**src/clx_pkg.sv**
```systemverilog
// Shared types, token codes, byte classes and keyword tables of the lexer.
// No dependencies; imported by every lexer module.
`default_nettype none

package clx_pkg;

    // Token kind codes as they appear on the result channel.
    typedef enum logic [2:0] {
        KIND_PUNCT   = 3'd0,
        KIND_IDENT   = 3'd1,
        KIND_KEYWORD = 3'd2,
        KIND_NUMBER  = 3'd3,
        KIND_STRING  = 3'd4,
        KIND_EOF     = 3'd5,
        KIND_UNTERM  = 3'd6,
        KIND_INVALID = 3'd7
    } kind_t;

    // Scanner modes, one-hot.
    typedef enum logic [4:0] {
        MODE_IDLE   = 5'b00001,
        MODE_IDENT  = 5'b00010,
        MODE_NUMBER = 5'b00100,
        MODE_STRING = 5'b01000,
        MODE_HELD   = 5'b10000
    } lex_mode_t;

    // Characters with a special meaning to the scanner.
    localparam logic [7:0] CH_QUOTE   = 8'h22;
    localparam logic [7:0] CH_NEWLINE = 8'h0A;
    localparam logic [7:0] CH_EQ      = 8'h3D;
    localparam logic [7:0] CH_LT      = 8'h3C;
    localparam logic [7:0] CH_GT      = 8'h3E;
    localparam logic [7:0] CH_BANG    = 8'h21;
    localparam logic [7:0] CH_ZERO    = 8'h30;

    localparam logic [30:0] NUM_MAX = 31'h7FFF_FFFF;
    localparam int          NUM_KW  = 8;

    function automatic logic is_space(input logic [7:0] b);
        return (b == 8'h20) || (b >= 8'd9 && b <= 8'd13);
    endfunction

    function automatic logic is_digit(input logic [7:0] b);
        return (b >= 8'h30) && (b <= 8'h39);
    endfunction

    function automatic logic is_alpha(input logic [7:0] b);
        return (b >= 8'h61 && b <= 8'h7A) || (b >= 8'h41 && b <= 8'h5A) || (b == 8'h5F);
    endfunction

    function automatic logic is_punct(input logic [7:0] b);
        return (b >= 8'd33 && b <= 8'd47) || (b >= 8'd58 && b <= 8'd64) ||
               (b >= 8'd91 && b <= 8'd96) || (b >= 8'd123 && b <= 8'd126);
    endfunction

    // Operators that may take a trailing '=' to form a two-byte operator.
    function automatic logic is_held_op(input logic [7:0] b);
        return (b == CH_LT) || (b == CH_GT) || (b == CH_EQ) || (b == CH_BANG);
    endfunction

    // Keyword text, left-justified in six bytes, zero padded.
    function automatic logic [47:0] kw_word(input logic [2:0] k);
        logic [47:0] w;
        case (k)
            3'd0:    w = {"if", 32'h0};
            3'd1:    w = {"else", 16'h0};
            3'd2:    w = "return";
            3'd3:    w = {"for", 24'h0};
            3'd4:    w = {"while", 8'h0};
            3'd5:    w = {"int", 24'h0};
            3'd6:    w = "sizeof";
            3'd7:    w = {"char", 16'h0};
            default: w = '0;
        endcase
        return w;
    endfunction

    function automatic logic [2:0] kw_len(input logic [2:0] k);
        logic [2:0] n;
        case (k)
            3'd0:    n = 3'd2;
            3'd1:    n = 3'd4;
            3'd2:    n = 3'd6;
            3'd3:    n = 3'd3;
            3'd4:    n = 3'd5;
            3'd5:    n = 3'd3;
            3'd6:    n = 3'd6;
            3'd7:    n = 3'd4;
            default: n = 3'd0;
        endcase
        return n;
    endfunction

    // Byte of keyword k at offset off; zero past the sixth byte.
    function automatic logic [7:0] kw_char(input logic [2:0] k, input logic [2:0] off);
        logic [47:0] w;
        logic [2:0]  slot;
        w    = kw_word(k);
        slot = 3'd5 - off;
        if (off > 3'd5)
            return 8'h00;
        return w[{slot, 3'b000} +: 8];
    endfunction

endpackage

`default_nettype wire

```
**src/clx_engine.sv**
```systemverilog
// Scanner state and the combinational byte step of the lexer.
// Depends on clx_pkg; produces up to three tokens per byte for clx_tokbuf.
`default_nettype none

module clx_engine
    import clx_pkg::*;
#(
    parameter int POSITION_BITS = 16,
    parameter int LENGTH_BITS   = 12,
    localparam int TOK_W        = 53 + POSITION_BITS + LENGTH_BITS
)(
    input  wire logic             clk,
    input  wire logic             rst_n,
    input  wire logic             advance,
    input  wire logic [7:0]       text_byte,
    input  wire logic             end_of_text,
    output logic      [TOK_W-1:0] pkt_tok [3],
    output logic      [1:0]       pkt_count
);

    typedef logic [POSITION_BITS-1:0] pos_t;
    typedef logic [LENGTH_BITS-1:0]   len_t;

    typedef struct packed {
        logic [2:0]  kind;
        logic [7:0]  p2;
        logic [7:0]  p1;
        logic [2:0]  kw;
        logic [30:0] value;
        len_t        len;
        pos_t        start;
    } tok_t;

    typedef struct packed {
        logic v;
        tok_t t;
    } res_t;

    localparam len_t LEN_MAX = {LENGTH_BITS{1'b1}};

    lex_mode_t   mode_reg,  mode_next;
    pos_t        pos_reg,   pos_next;
    pos_t        start_reg, start_next;
    len_t        len_reg,   len_next;
    logic [30:0] acc_reg,   acc_next;
    logic [7:0]  cand_reg,  cand_next;
    logic [7:0]  held_reg,  held_next;
    logic        halt_reg,  halt_next;

    res_t tok_a, tok_m, tok_d;

    function automatic tok_t make_tok(input kind_t k, input pos_t s, input len_t l,
                                      input logic [30:0] v, input logic [2:0] kw,
                                      input logic [7:0] p1, input logic [7:0] p2);
        tok_t t;
        t.kind  = k;
        t.start = s;
        t.len   = l;
        t.value = v;
        t.kw    = kw;
        t.p1    = p1;
        t.p2    = p2;
        return t;
    endfunction

    function automatic len_t bump(input len_t l);
        return (l < LEN_MAX) ? l + len_t'(1) : l;
    endfunction

    // Drop keywords whose byte at offset off differs from b.
    function automatic logic [7:0] prune(input logic [7:0] cand, input len_t off,
                                         input logic [7:0] b);
        logic [7:0] keep;
        for (int k = 0; k < NUM_KW; k++)
            keep[k] = cand[k] && (off < len_t'(kw_len(3'(k)))) &&
                      (kw_char(3'(k), off[2:0]) == b);
        return keep;
    endfunction

    // Token that closes the open run, if any.
    function automatic res_t flush_tok(input lex_mode_t md, input pos_t ts, input len_t ln,
                                       input logic [30:0] acc, input logic [7:0] cand,
                                       input logic [7:0] held);
        res_t       r;
        logic       hit;
        logic [2:0] kwi;
        r   = '0;
        hit = 1'b0;
        kwi = '0;
        case (md)
            MODE_IDENT:
            begin
                // Lowest-numbered surviving keyword of matching length wins.
                for (int k = NUM_KW - 1; k >= 0; k--)
                    if (cand[k] && (ln == len_t'(kw_len(3'(k)))))
                    begin
                        hit = 1'b1;
                        kwi = 3'(k);
                    end
                r.v = 1'b1;
                r.t = make_tok(hit ? KIND_KEYWORD : KIND_IDENT, ts, ln, '0, kwi, '0, '0);
            end
            MODE_NUMBER:
            begin
                r.v = 1'b1;
                r.t = make_tok(KIND_NUMBER, ts, ln, acc, '0, '0, '0);
            end
            MODE_STRING:
            begin
                r.v = 1'b1;
                r.t = make_tok(KIND_UNTERM, ts, ln, '0, '0, '0, '0);
            end
            MODE_HELD:
            begin
                r.v = 1'b1;
                r.t = make_tok(KIND_PUNCT, ts, len_t'(1), '0, '0, held, '0);
            end
            default:
            begin
                r = '0;
            end
        endcase
        return r;
    endfunction

    // Byte step: take the byte into the open run, start a new run, close the stream.
    always_comb
    begin
        logic        flush_begin;
        logic [34:0] wide;
        logic [7:0]  b;
        pos_t        pos_inc;
        res_t        tok_b;
        res_t        tok_c;

        b           = text_byte;
        pos_inc     = pos_reg + pos_t'(1);
        flush_begin = 1'b0;
        wide        = '0;
        tok_b       = '0;
        tok_c       = '0;
        tok_a       = '0;
        tok_d       = '0;

        mode_next  = mode_reg;
        pos_next   = pos_reg;
        start_next = start_reg;
        len_next   = len_reg;
        acc_next   = acc_reg;
        cand_next  = cand_reg;
        held_next  = held_reg;
        halt_next  = halt_reg;

        if (b == 8'h00)
        begin
            if (!halt_reg)
                tok_a = flush_tok(mode_reg, start_reg, len_reg, acc_reg, cand_reg, held_reg);
            tok_d.v = 1'b1;
            tok_d.t = make_tok(KIND_EOF, pos_reg, '0, '0, '0, '0, '0);
        end
        else
        begin
            if (!halt_reg)
            begin
                case (mode_reg)
                    MODE_IDENT:
                    begin
                        if (is_alpha(b) || is_digit(b))
                        begin
                            cand_next = prune(cand_reg, len_reg, b);
                            len_next  = bump(len_reg);
                        end
                        else
                            flush_begin = 1'b1;
                    end
                    MODE_NUMBER:
                    begin
                        if (is_digit(b))
                        begin
                            wide = ({4'b0, acc_reg} << 3) + ({4'b0, acc_reg} << 1) +
                                   35'(b - CH_ZERO);
                            acc_next = (wide > 35'(NUM_MAX)) ? NUM_MAX : wide[30:0];
                            len_next = bump(len_reg);
                        end
                        else
                            flush_begin = 1'b1;
                    end
                    MODE_STRING:
                    begin
                        if (b == CH_QUOTE)
                        begin
                            len_next  = bump(len_reg);
                            tok_a.v   = 1'b1;
                            tok_a.t   = make_tok(KIND_STRING, start_reg, len_next,
                                                 '0, '0, '0, '0);
                            mode_next = MODE_IDLE;
                        end
                        else if (b == CH_NEWLINE)
                        begin
                            tok_a.v   = 1'b1;
                            tok_a.t   = make_tok(KIND_UNTERM, start_reg, len_reg,
                                                 '0, '0, '0, '0);
                            mode_next = MODE_IDLE;
                            halt_next = 1'b1;
                        end
                        else
                            len_next = bump(len_reg);
                    end
                    MODE_HELD:
                    begin
                        if (b == CH_EQ)
                        begin
                            tok_a.v   = 1'b1;
                            tok_a.t   = make_tok(KIND_PUNCT, start_reg, len_t'(2),
                                                 '0, '0, held_reg, CH_EQ);
                            mode_next = MODE_IDLE;
                        end
                        else
                            flush_begin = 1'b1;
                    end
                    default:
                    begin
                        flush_begin = 1'b1;
                    end
                endcase

                if (flush_begin)
                begin
                    tok_a     = flush_tok(mode_reg, start_reg, len_reg, acc_reg,
                                          cand_reg, held_reg);
                    mode_next = MODE_IDLE;
                    // Start a new run unless the byte is whitespace.
                    if (!is_space(b))
                    begin
                        start_next = pos_reg;
                        len_next   = len_t'(1);
                        if (b == CH_QUOTE)
                            mode_next = MODE_STRING;
                        else if (is_digit(b))
                        begin
                            mode_next = MODE_NUMBER;
                            acc_next  = 31'(b - CH_ZERO);
                        end
                        else if (is_alpha(b))
                        begin
                            mode_next = MODE_IDENT;
                            cand_next = prune(8'hFF, '0, b);
                        end
                        else if (is_held_op(b))
                        begin
                            mode_next = MODE_HELD;
                            held_next = b;
                        end
                        else if (is_punct(b))
                        begin
                            tok_b.v = 1'b1;
                            tok_b.t = make_tok(KIND_PUNCT, pos_reg, len_t'(1),
                                               '0, '0, b, '0);
                        end
                        else
                        begin
                            tok_b.v   = 1'b1;
                            tok_b.t   = make_tok(KIND_INVALID, pos_reg, len_t'(1),
                                                 '0, '0, '0, '0);
                            halt_next = 1'b1;
                        end
                    end
                end
            end

            pos_next = pos_inc;

            // End mark: close whatever run is still open, then EOF.
            if (end_of_text)
            begin
                if (!halt_next)
                    tok_c = flush_tok(mode_next, start_next, len_next, acc_next,
                                      cand_next, held_next);
                tok_d.v = 1'b1;
                tok_d.t = make_tok(KIND_EOF, pos_inc, '0, '0, '0, '0, '0);
            end
        end

        // A run that closes at the end mark never coexists with a begin token.
        tok_m = tok_b.v ? tok_b : tok_c;

        // Stream end puts every register back to its start value.
        if (tok_d.v)
        begin
            mode_next  = MODE_IDLE;
            pos_next   = '0;
            start_next = '0;
            len_next   = '0;
            acc_next   = '0;
            cand_next  = 8'hFF;
            held_next  = '0;
            halt_next  = 1'b0;
        end
    end

    // Pack the valid tokens in order into the packet slots.
    always_comb
    begin
        pkt_tok[0] = tok_a.v ? tok_a.t : (tok_m.v ? tok_m.t : tok_d.t);
        pkt_tok[1] = (tok_a.v && tok_m.v) ? tok_m.t : tok_d.t;
        pkt_tok[2] = tok_d.t;
        pkt_count  = 2'({1'b0, tok_a.v} + {1'b0, tok_m.v} + {1'b0, tok_d.v});
    end

    // Scanner state registers.
    always_ff @(posedge clk or negedge rst_n)
    begin
        if (!rst_n)
        begin
            mode_reg  <= MODE_IDLE;
            pos_reg   <= '0;
            start_reg <= '0;
            len_reg   <= '0;
            acc_reg   <= '0;
            cand_reg  <= 8'hFF;
            held_reg  <= '0;
            halt_reg  <= 1'b0;
        end
        else if (advance)
        begin
            mode_reg  <= mode_next;
            pos_reg   <= pos_next;
            start_reg <= start_next;
            len_reg   <= len_next;
            acc_reg   <= acc_next;
            cand_reg  <= cand_next;
            held_reg  <= held_next;
            halt_reg  <= halt_next;
        end
    end

endmodule

`default_nettype wire

```
**src/clx_tokbuf.sv**
```systemverilog
// Result register of the lexer: holds the tokens of one byte and hands them out in order.
// Depends on clx_pkg; loaded from clx_engine.
`default_nettype none

module clx_tokbuf
    import clx_pkg::*;
#(
    parameter int TOK_W = 81
)(
    input  wire logic             clk,
    input  wire logic             rst_n,
    input  wire logic             advance,
    input  wire logic [TOK_W-1:0] load_tok [3],
    input  wire logic [1:0]       load_count,
    output logic                  can_load,
    output logic                  out_valid,
    input  wire logic             out_ready,
    output logic                  out_last,
    output logic      [TOK_W-1:0] out_tok
);

    logic [TOK_W-1:0] slot_reg [3];
    logic [1:0]       cnt_reg;
    logic [1:0]       idx_reg;
    logic             on_last;

    // The packet frees up when empty or when its last token is taken now.
    assign on_last   = (idx_reg == cnt_reg - 2'd1);
    assign out_valid = (cnt_reg != 2'd0);
    assign out_last  = on_last;
    assign out_tok   = slot_reg[idx_reg];
    assign can_load  = !out_valid || (out_ready && on_last);

    // Count and read index of the packet.
    always_ff @(posedge clk or negedge rst_n)
    begin
        if (!rst_n)
        begin
            cnt_reg <= '0;
            idx_reg <= '0;
        end
        else if (advance)
        begin
            cnt_reg <= load_count;
            idx_reg <= '0;
        end
        else if (can_load)
        begin
            cnt_reg <= '0;
            idx_reg <= '0;
        end
        else if (out_valid && out_ready)
            idx_reg <= idx_reg + 2'd1;
    end

    // Token slots.
    always_ff @(posedge clk)
    begin
        if (advance)
            slot_reg <= load_tok;
    end

endmodule

`default_nettype wire

```
**src/c_subset_lexer_unit.sv**
```systemverilog
// Top level of the streaming C-subset lexer: input register, scanner step, result register.
// Depends on clx_pkg, clx_engine and clx_tokbuf.
//
//  channel | direction | tdata                | tuser      | tlast
//  s_*     | in        | text_byte            | -          | end_of_text
//  m_*     | out       | token fields (below) | token_kind | last_of_run
//
// A byte moves from the input register through the scanner into the result register, so
// one byte per cycle is taken while each byte yields at most one token and m_tready is set.
// A byte that yields several tokens (at most 3) holds the result register until its last token is taken.
// Reset returns the scanner to the start of a stream at position zero.
// A stall on m_tready backs up through the result register into the input register.
`default_nettype none

module c_subset_lexer_unit
    import clx_pkg::*;
#(
    parameter int POSITION_BITS = 16,
    parameter int LENGTH_BITS   = 12,
    localparam int TOK_W        = 53 + POSITION_BITS + LENGTH_BITS,
    localparam int DATA_BITS    = TOK_W - 3,
    localparam int TDATA_W      = ((DATA_BITS + 7) / 8) * 8
)(
    input  wire logic               clk,
    input  wire logic               rst_n,
    input  wire logic               s_tvalid,
    output logic                    s_tready,
    input  wire logic [7:0]         s_tdata,  // text_byte
    input  wire logic               s_tlast,  // end_of_text
    output logic                    m_tvalid,
    input  wire logic               m_tready,
    // start_pos, token_length, number_value, keyword_index, punct_first, punct_second
    output logic      [TDATA_W-1:0] m_tdata,
    output logic      [2:0]         m_tuser,  // token_kind
    output logic                    m_tlast   // last_of_run
);

    logic             in_valid_reg;
    logic [7:0]       in_byte_reg;
    logic             in_end_reg;
    logic             advance;
    logic             can_load;
    logic [TOK_W-1:0] pkt_tok [3];
    logic [1:0]       pkt_count;
    logic [TOK_W-1:0] out_tok;

    assign advance  = in_valid_reg && can_load;
    assign s_tready = !in_valid_reg || can_load;

    // Input register.
    always_ff @(posedge clk or negedge rst_n)
    begin
        if (!rst_n)
            in_valid_reg <= 1'b0;
        else if (s_tready)
            in_valid_reg <= s_tvalid;
    end

    always_ff @(posedge clk)
    begin
        if (s_tvalid && s_tready)
        begin
            in_byte_reg <= s_tdata;
            in_end_reg  <= s_tlast;
        end
    end

    clx_engine #(
        .POSITION_BITS (POSITION_BITS),
        .LENGTH_BITS   (LENGTH_BITS)
    ) u_engine (
        .clk         (clk),
        .rst_n       (rst_n),
        .advance     (advance),
        .text_byte   (in_byte_reg),
        .end_of_text (in_end_reg),
        .pkt_tok     (pkt_tok),
        .pkt_count   (pkt_count)
    );

    clx_tokbuf #(
        .TOK_W (TOK_W)
    ) u_tokbuf (
        .clk        (clk),
        .rst_n      (rst_n),
        .advance    (advance),
        .load_tok   (pkt_tok),
        .load_count (pkt_count),
        .can_load   (can_load),
        .out_valid  (m_tvalid),
        .out_ready  (m_tready),
        .out_last   (m_tlast),
        .out_tok    (out_tok)
    );

    // Kind rides in tuser, the remaining fields fill tdata from bit zero.
    assign m_tuser = out_tok[TOK_W-1 -: 3];
    assign m_tdata = TDATA_W'(out_tok[DATA_BITS-1:0]);

endmodule

`default_nettype wire

```
**config.mk**
```make
export PLATFORM = sky130hd
export DESIGN_NAME = c_subset_lexer_unit
export DESIGN_NICKNAME = d
export VERILOG_FILES = /design/src/clx_pkg.sv /design/src/clx_engine.sv /design/src/clx_tokbuf.sv /design/src/c_subset_lexer_unit.sv
export SDC_FILE = /design/constraint.sdc
export NUM_CORES = 1
export LEC_CHECK = 0
export BUFFER_PORTS_ARGS = -buffer_cell sky130_fd_sc_hd__buf_2
export CAP_MARGIN = 40
export CORE_ASPECT_RATIO = 1.5
export CORE_MARGIN = 2
export CORE_UTILIZATION = 50
export DETAILED_ROUTE_END_ITERATION = 10
export PLACE_DENSITY = 0.7
export SLEW_MARGIN = 10
export SYNTH_ARGS = -nofsm -noshare
export SYNTH_HDL_FRONTEND = slang
export SYNTH_SLANG_ARGS = --single-unit
```
**constraint.sdc**
```tcl
create_clock -name clk -period 6.7 [get_ports clk]
set_input_delay 1.34 -clock clk [delete_from_list [all_inputs] [get_ports clk]]
set_output_delay 1.34 -clock clk [all_outputs]
set_load 0.1 [all_outputs]
```
# Word level (Yosys, flattened, before mapping)
# Index checks and enable logic that the tools add are counted.
# Widths: inputs -> output; s select.
# op_classes
add_sub_neg	11
n_lt_le_gt_ge	30
n_eq_ne	49
n_shift	8
mux	421
n_bitwise	1
n_reduce_logical	80
# op_table
operator	n
$mux 48	88
$mux 82	21
$pmux 82 s4	3
$mux 8	61
$mux 81	6
$mux 3	129
$shiftx 48x7->8	8
$mux 31	10
$eq 12x3->1	15
$pmux 82 s2	1
$bmux 81 s2	1
$mux 12	11
$eq 8x8->1	16
$mux 16	7
$mux 5	13
$logic_and 1x1->1	61
$lt 12x3->1	5
$mux 1	59
$eq 8x6->1 const B	6
$le 8x7->1 const B	5
$pmux 12 s3	1
$add 34x32->35	1
$add 35x35->35	1
$gt 35x31->1 const B	1
other kinds (35)	70
# totals
regBits	354
out_inout_bits	86
elab_cells	616

# Longest topological paths before layout
# Gate-level depths: netlist (run 1).
# depth
depth_word	48
ltp_mapped	21
ltp_nobuf	18

# Cells and area by module
# From an unflattened synthesis (run 1), not the netlist that was laid out.
# hier_totals
hier_cells	2345
hier_area_um2	22431.5
# by_module_without_submodules
module	instances	cells_per_inst	area_per_inst_um2
clx_engine	1	1788	12884.9
clx_tokbuf	1	540	9197.6
c_subset_lexer_unit	1	17	349.1

# Worst setup path after synthesis (run 1)
# Ideal clock, no wire load.
# synth_path
kind	register to register
start	register u_tokbuf.cnt_reg[0]
end	register u_engine.acc_reg[5]
setup_ps	375
arrival_time_ps	7921
t_required_ps	6325
setup_slack_ps	-1596
path_stages_with_launch	11
synth_period_minus_slack_ps	8296
path_cell_list	dfrtp_1 -> inv_1 -> ha_1 -> xnor2_1 -> nor2_1 -> a21oi_1 -> nand2b_1 -> inv_1 -> clkbuf_1 -> clkbuf_1 -> o21ai_0
# synth_via
elab_chain_cells	6
word_cells_on_any_way	8
classes_between	add/sub (1); eq/ne (1); reduce/logical (6)
# synth_rtl
element	line	source
start: declaration	clx_tokbuf.sv:23	logic [1:0] cnt_reg;
start signal: assignment	clx_tokbuf.sv:44	cnt_reg <= load_count;
$sub 2x1->2	clx_tokbuf.sv:28	assign on_last = (idx_reg == cnt_reg - 2'd1);
$eq 2x2->1	clx_tokbuf.sv:28	
named net m_tlast	c_subset_lexer_unit.sv:35	output logic m_tlast
$logic_and 1x1->1	clx_tokbuf.sv:32	assign can_load = !out_valid || (out_ready && on_last);
$logic_or 1x1->1	clx_tokbuf.sv:32	
$logic_and 1x1->1	c_subset_lexer_unit.sv:47	assign advance = in_valid_reg && can_load;
named net advance	c_subset_lexer_unit.sv:41	logic advance;
$reduce_and 2->1 (no line)	n/a	
end signal: assignment	clx_engine.sv:330	acc_reg <= acc_next;
end: declaration	clx_engine.sv:45	logic [30:0] acc_reg, acc_next;
# The timed path passes the listed nets, and every way through them passes these cells.
# A chain may end at the register's enable or synchronous reset.

==> results of run 1 <==
## power groups by stage
stage               Clock (mW)  Combinational (mW)  Sequential (mW)
floorplan                    0                4.90             2.75
global placement             0                5.97             2.88
detailed placement           0                6.05             2.91
CTS                       1.61                6.06             2.87
global route              1.67                6.41             2.94
finish                    1.60                6.07             2.88
## layer usage
layer | vias up | wire length, um
li1 | 7535 | -
met1 | 7916 | 21500
met2 | 683 | 28700
met3 | 169 | 3580
met4 | 0 | 2860
met5 | - | 0
## layout make-up
| cell class | count | area share, % |
|---|---|---|
| inverter | 63 | 1.17 |
| sequential | 275 | 37.6 |
| multi-input combinational | 1557 | 49.7 |
| clock buffer | 34 | 3.35 |
| tap | 489 | 2.97 |
| timing repair buffer | 139 | 4.14 |
| clock inverter | 14 | 1.04 |
## cell families (layout without fill, tap and decap cells)
| family | Yosys count | count (layout) | share of synthesized area [%] |
|---|---|---|---|
| flip-flops | 275 | 275 | 41.2 |
| buffers and inverters | 209 | 250 | 4.85 |
| adder cells (fa/ha/maj) | 83 | 83 | 6.74 |
| AND/OR/NAND/NOR | 682 | 682 | 17.7 |
| other | 1 | 20 | 0.0199 |
| multiplexers | 88 | 88 | 4.75 |
| AO/OA/AOI/OAI | 638 | 638 | 22.6 |
| XOR/XNOR | 46 | 46 | 2.14 |
## how the worst max path moves through the flow
stage,to,slack (ns),cells after the start
4_1_cts,u_tokbuf.slot_reg[219]$_DFFE_PP_,0.68,19
6_report,u_tokbuf.slot_reg[219]$_DFFE_PP_,0.61,19
5_1_grt,u_engine.acc_reg[0]$_DFFE_PN0P_,0.34,20
3_5_place_dp,u_tokbuf.slot_reg[219]$_DFFE_PP_,0.69,19
3_3_place_gp,u_tokbuf.slot_reg[219]$_DFFE_PP_,0.88,19
2_1_floorplan,u_tokbuf.slot_reg[136]$_SDFFCE_PN0P_,0.92,19
## placed cells by master, fill, tap and decap left out, types with 9 or more instances in the layout
cell type and count:
a211oi_1 24, a21o_1 25, a21oi_1 137, a22o_1 50
a22oi_1 31, a31oi_1 19, and2_1 21, and3_1 27
buf_2 92, buf_4 42, clkbuf_16 26, conb_1 20
dfrtp_1 91, dfstp_2 9, edfxtp_1 173, fa_1 31
ha_1 52, inv_1 57, mux2i_1 85, nand2_1 191
nand2b_1 24, nand3_1 53, nand4_1 12, nor2_1 214
nor3_1 44, nor3b_1 12, nor4_1 10, o211ai_1 14
o21a_1 9, o21ai_0 152, o21ai_1 31, o22a_1 11
o22ai_1 30, o31ai_1 12, or3_1 9, xnor2_1 32
xor2_1 14
## worst min-delay path, cell delays in order, from the launching register on
cell and delay, ns:
dfrtp_1 0.34, nand2_1 0.05, o21ai_0 0.06
==> results.tsv, run 1 <==
stage	metric	value	unit
clock_network	clk sinks	275	
yosys	Yosys top cell area share	27.6	%
global_routing	gr usage total	28.5	%
critical_path	RR Endpoint	u_tokbuf.slot_reg[219]$_DFFE_PP_	
pwr	Leakage Power	8.14	nW
clock_network	Reg clk slew, reported paths	0.07	ns
finish	Final Util	55.1	%
yosys	synth unique cells	115	
clock_network	root buffer cell	clkbuf_16	
placed_design	Post-Place Setup Slack	0.689	ns
critical_path	worst path cell trace	buf_4 > ha_1 > inv_1 > nand2_1 > inv_1 > buf_4 > fa_1 > ha_1 > a21o_1 > a21o_1 > a21o_1 > a21o_1 > a21o_1 > a311o_1 > and2_1 > o311ai_1 > nand4b_2 > or3b_1 > a22o_1	
yosys	Yosys reg bits	275	
die	Chip Height	242	um
yosys	Top FF cell, synth	edfxtp_1	
finish	Multi-input gate area	0.0103	mm2
critical_path	Worst Path Buf+Inv	4	
route	antenna viol nets, final	0	
yosys	top-count cell post-synth	nor2_1	
yosys	synth cell count leaders	216 x nor2_1, 191 x nand2_1, 173 x edfxtp_1	
timing	Clock Skews	0.0226	ns
clock_network	CTS buffer count	26	
pwr	sequential power share	27.3	%
route	DRC viols	0	
finish	fin nets	2158	
critical_path	Top Family by Delay on Critical Path	compound AO/OA/AOI/OAI gates	
yosys	Mean Syn Cell Area	9.32	um2
critical_path	CP required	7.01	ns
route	Avg WL per Cell	22.0	um
route	total wire length	56.6	mm
pwr	total power divided by cell area	511	mW/mm2
global_routing	grt met3 use	2.80	%
die	# rows	87	
timing	Worst slew margin	32.9	%
timing	final setup margin	0.611	ns
yosys	Post-Synthesis Cells	2022	
die	num ports	99	
worst_hold_path	Hold Path Class	reg2reg	
finish	final cell count without fillers	2571	
critical_path	Critical Setup Path Class	reg2reg	
route	DR iter-0 viols	1564	
critical_path	FF-to-FF setup slack	0.61	ns
placed_design	RePlAce Congestion	0.994	
worst_hold_path	worst hold endpoint	u_tokbuf.cnt_reg[1]$_DFFE_PN0P_	
pwr	maximum vdd drop	529	uV
critical_path	CP Launch Point	in_byte_reg[5]$_DFFE_PP_	
placed_design	dpl hpwl	41.6	mm
global_routing	antenna violations before repair	0	
die	core area	0.0374	mm2
yosys	post-synthesis cell area	0.0189	mm2
clock_network	CTS tree	done	
critical_path	most used cell, CP	a21o_1	
critical_path	Max FO, Critical Path	17	
critical_path	CP arrival	6.40	ns
yosys	cell taking the most area after synthesis	edfxtp_1	
worst_hold_path	hold depth	2	
critical_path	crit path max-delay cell type	nand4b_2	
timing	final setup violating endpoints	0	
finish	Largest register FFs	164	
timing	Final period util	90.9	%
global_routing	met2 Resource Use GR	50.0	%
run	max-cap violations	0	
pwr	Pint	4.71	mW
route	1st-pass router iterations	6	
yosys	Yosys warnings	0	
route	DR vias/cell	6.34	
placed_design	Port Buf Inserts	93	
finish	Sequential cell area	0.00776	mm2
clock_network	Post-CTS Setup Inserts	0	
yosys	register area share after synthesis	41.2	%
global_routing	met1 Use GR	34.8	%
timing	final hold vios	0	
timing	setup TNS	0	ns
worst_hold_path	worst hold start	u_tokbuf.cnt_reg[1]$_DFFE_PN0P_	
finish	Filler cells	3358	
critical_path	reg2reg start	in_byte_reg[5]$_DFFE_PP_	
outcome	run status	complete, no violations	
die	Initial Util	50.3	%
die	Die X	163	um
clock_network	htree depth	1	
yosys	Async S/R FF share, synth	37.1	%
finish	Area growth, synth to finish	9.44	%
critical_path	Setup crit start kind	flip-flop	
finish	final instance area	0.0206	mm2
pwr	Switching Share	55.3	%
critical_path	crit end category	flip-flop	
critical_path	R2R depth	19	
pwr	combinational share of power	57.6	%
global_routing	first-pass GRT wire length	88.7	mm
pwr	clock share of power	15.1	%
timing	worst hold margin	0.489	ns
critical_path	largest stage delay on the critical path	0.59	ns
pwr	switching power	5.83	mW
die	DIE AREA	0.0393	mm2
finish	diode count	0	
global_routing	grt ovf	0	
clock_network	# resized after CTS	0	
placed_design	Placed Area	0.0197	mm2
timing	Fmax	0.164	GHz
global_routing	vias in the first global route	15982	
yosys	top cells by area, synth	edfxtp_1 28%, dfrtp_1 12%, mux2i_1 4.5%	
global_routing	largest net degree at the start of global routing	71	
finish	layout cells sized above 1	12.2	%
placed_design	placed cell count	2523	
timing	min Tclk post-route	6.09	ns
timing	max-slew violation count	0	
clock_network	later-pin clock latency in the skew report	0.57	ns
route	Via Count	16303	
timing	unrepaired setup endpoints after global routing	false	
clock_network	Post-CTS Hold Fix Bufs	0	
clock_network	CTS Buffer Depth	3	
global_routing	GRT Max-Usage Layer	met2	
pwr	Tot Pwr	10.5	mW
timing	Worst Tran Pin Value	0.981	ns
yosys	Post-synth EDFFs	173	
Note: power is estimated with default switching activity, not from simulation.
==> run 2: changes to the inputs <==
- HOLD_SLACK_MARGIN: unset -> 0.02
- PLACE_DENSITY: 0.7 -> 0.67
- clock period: 6.7 -> 7.05 ns (I/O delays scaled with it)
==> run 2 against run 1 <==
  * Utilization is 0.29 points higher
  * Total power is 3.4% lower
  * Sequential share of layout area fell by 0.20 points
  * Sequential cell count is the same
  * Final cell count did not move
  * Combinational power shrank 4.4%
  * Critical path depth increased by 1
  * Maximum frequency down 1.1%
  * Register-to-register slack improved by 0.28 ns
  * Global-route usage is 0.77 points higher
  * Count of clock-buffer cells in the layout up 4
==> results.tsv, run 2 (synthesis gave the netlist of run 1 again) <==
stage	metric	value	unit	change
run	max-cap violations	0		unchanged
outcome	run status	complete, no violations		
die	core area	0.0374	mm2	unchanged
pwr	maximum vdd drop	511	uV	-3.5%
route	DRC viols	0		unchanged
die	Die X	163	um	unchanged
finish	Final Util	55.4	%	+0.29 points
finish	fin nets	2157		-0.046%
critical_path	R2R depth	20		+1
route	DR vias/cell	6.33		-0.16%
timing	final setup violating endpoints	0		unchanged
clock_network	CTS buffer count	27		+3.8%
route	total wire length	58.0	mm	+2.5%
clock_network	CTS tree	done		
critical_path	Max FO, Critical Path	17		unchanged
pwr	Tot Pwr	10.2	mW	-3.4%
worst_hold_path	hold depth	1		-1
critical_path	RR Endpoint	u_tokbuf.slot_reg[219]$_DFFE_PP_		
global_routing	first-pass GRT wire length	90.7	mm	+2.2%
critical_path	end of the critical path	u_tokbuf.slot_reg[219]$_DFFE_PP_		
route	antenna viol nets, final	0		unchanged
finish	Largest register FFs	164		unchanged
global_routing	gr usage total	29.3	%	+0.77 points
die	Initial Util	50.3	%	unchanged
finish	most common cell after layout, fill and taps aside	nor2_1		
route	Via Count	16277		-0.16%
clock_network	# resized after CTS	0		unchanged
timing	Final period util	87.3	%	-3.6 points
critical_path	crit end category	flip-flop		
route	DR iter-0 viols	1334		-15%
placed_design	placed cell count	2521		-0.079%
placed_design	dpl hpwl	42.2	mm	+1.4%
worst_hold_path	Hold Path Class	reg2reg		
die	Chip Height	242	um	unchanged
route	1st-pass router iterations	6		unchanged
critical_path	CP arrival	6.50	ns	+0.10 ns
clock_network	CTS Buffer Depth	3		unchanged
critical_path	FF-to-FF setup slack	0.90	ns	+0.28 ns
die	# rows	87		unchanged
timing	final hold vios	0		unchanged
finish	diode count	0		unchanged
finish	layout cells sized above 1	12.5	%	+0.38 points
clock_network	later-pin clock latency in the skew report	0.58	ns	about the same
timing	Worst Tran Pin Value	0.850	ns	-0.131 ns
critical_path	reg2reg start	in_byte_reg[5]$_DFFE_PP_		
global_routing	grt ovf	0		unchanged
global_routing	largest net degree at the start of global routing	84		+18%
finish	final instance area	0.0207	mm2	+0.53%
placed_design	Placed Area	0.0197	mm2	about the same
timing	Clock Skews	0.0169	ns	-0.00573 ns
route	Avg WL per Cell	22.5	um	+2.5%
pwr	Leakage Power	8.20	nW	+0.75%
critical_path	CP Launch Point	in_byte_reg[5]$_DFFE_PP_		
clock_network	Post-CTS Hold Fix Bufs	0		unchanged
global_routing	antenna violations before repair	1		+1
global_routing	vias in the first global route	16014		+0.20%
finish	final cell count without fillers	2571		unchanged
clock_network	root buffer cell	clkbuf_16		
timing	min Tclk post-route	6.15	ns	+0.0663 ns
placed_design	Port Buf Inserts	93		unchanged
critical_path	CP required	7.39	ns	+0.38 ns
finish	Filler cells	3415		+1.7%
finish	Area growth, synth to finish	10.0	%	
die	num ports	99		unchanged
timing	max-slew violation count	0		unchanged
clock_network	Post-CTS Setup Inserts	0		unchanged
timing	Worst slew margin	41.9	%	+9.0 points
die	DIE AREA	0.0393	mm2	unchanged
finish	commonest cells after routing, fill and taps aside	214 x nor2_1, 191 x nand2_1, 173 x edfxtp_1		
timing	Fmax	0.162	GHz	-1.1%
clock_network	htree depth	1		unchanged
critical_path	Setup crit start kind	flip-flop		
placed_design	RePlAce Congestion	0.967		-2.7%
timing	setup TNS	0	ns	unchanged
clock_network	clk sinks	275		unchanged
clock_network	Reg clk slew, reported paths	0.07	ns	about the same
timing	unrepaired setup endpoints after global routing	false		
critical_path	Critical Setup Path Class	reg2reg		
pwr	total power divided by cell area	491	mW/mm2	-3.9%
## run 2: where the power goes
| group | switching [mW] | leakage [nW] | internal (mW) |
|---|---|---|---|
| clock network | 0.684 | 0.495 | 0.960 |
| logic | 4.58 | 4.61 | 1.22 |
| registers | 0.366 | 3.10 | 2.37 |
## run 2: worst min path at each step
stage | end | from
2_1_floorplan | u_engine.held_reg[7]$_DFFE_PN0P_ | u_engine.held_reg[7]$_DFFE_PN0P_
3_3_place_gp | u_tokbuf.cnt_reg[1]$_DFFE_PN0P_ | u_tokbuf.cnt_reg[1]$_DFFE_PN0P_
3_5_place_dp | u_tokbuf.cnt_reg[1]$_DFFE_PN0P_ | u_tokbuf.cnt_reg[1]$_DFFE_PN0P_
4_1_cts | u_engine.held_reg[6]$_DFFE_PN0P_ | u_engine.held_reg[6]$_DFFE_PN0P_
5_1_grt | u_engine.held_reg[1]$_DFFE_PN0P_ | u_engine.held_reg[1]$_DFFE_PN0P_
6_report | u_engine.held_reg[6]$_DFFE_PN0P_ | u_engine.held_reg[6]$_DFFE_PN0P_
## run 2: layout make-up
cell class	instances	area (um2)	area share [%]
inverters	63	241	1.16
flip-flops and latches	275	7760	37.4
clock inverters	12	206	0.995
repair buffers	137	851	4.10
multi-input cells	1557	10300	49.5
clock buffers	38	808	3.90
well taps	489	612	2.95
## run 2: per-layer routing
metal	global-route usage, %	up-vias	routed length (um)
met5	0	-	0
met4	14.4	0	3100
met3	2.78	178	2730
met2	52.5	613	29800
met1	34.8	7958	22300
li1	-	7528	-
## run 2: critical path, cell delays in order, from the launching register on
cell,delay [ns]
edfxtp_1,0.36
ha_1,0.40
inv_1,0.15
nand2_1,0.17
inv_1,0.22
buf_16,0.23
buf_4,0.17
buf_4,0.19
fa_1,0.43
ha_1,0.26
a21o_1,0.20
a21oi_1,0.18
o21bai_1,0.12
a21o_1,0.20
a311oi_1,0.40
o21ai_0,0.12
or4_1,0.49
a22oi_2,0.33
nand4b_2,0.53
or3b_1,0.57
a22o_1,0.18
## run 2: through the flow
step	hold slack (ns)	setup slack [ns]
after floorplan	0.445	1.27
after global placement	0.470	0.846
after detailed placement	0.479	0.979
after CTS	0.502	0.983
after global routing	0.522	0.608
final	0.504	0.895
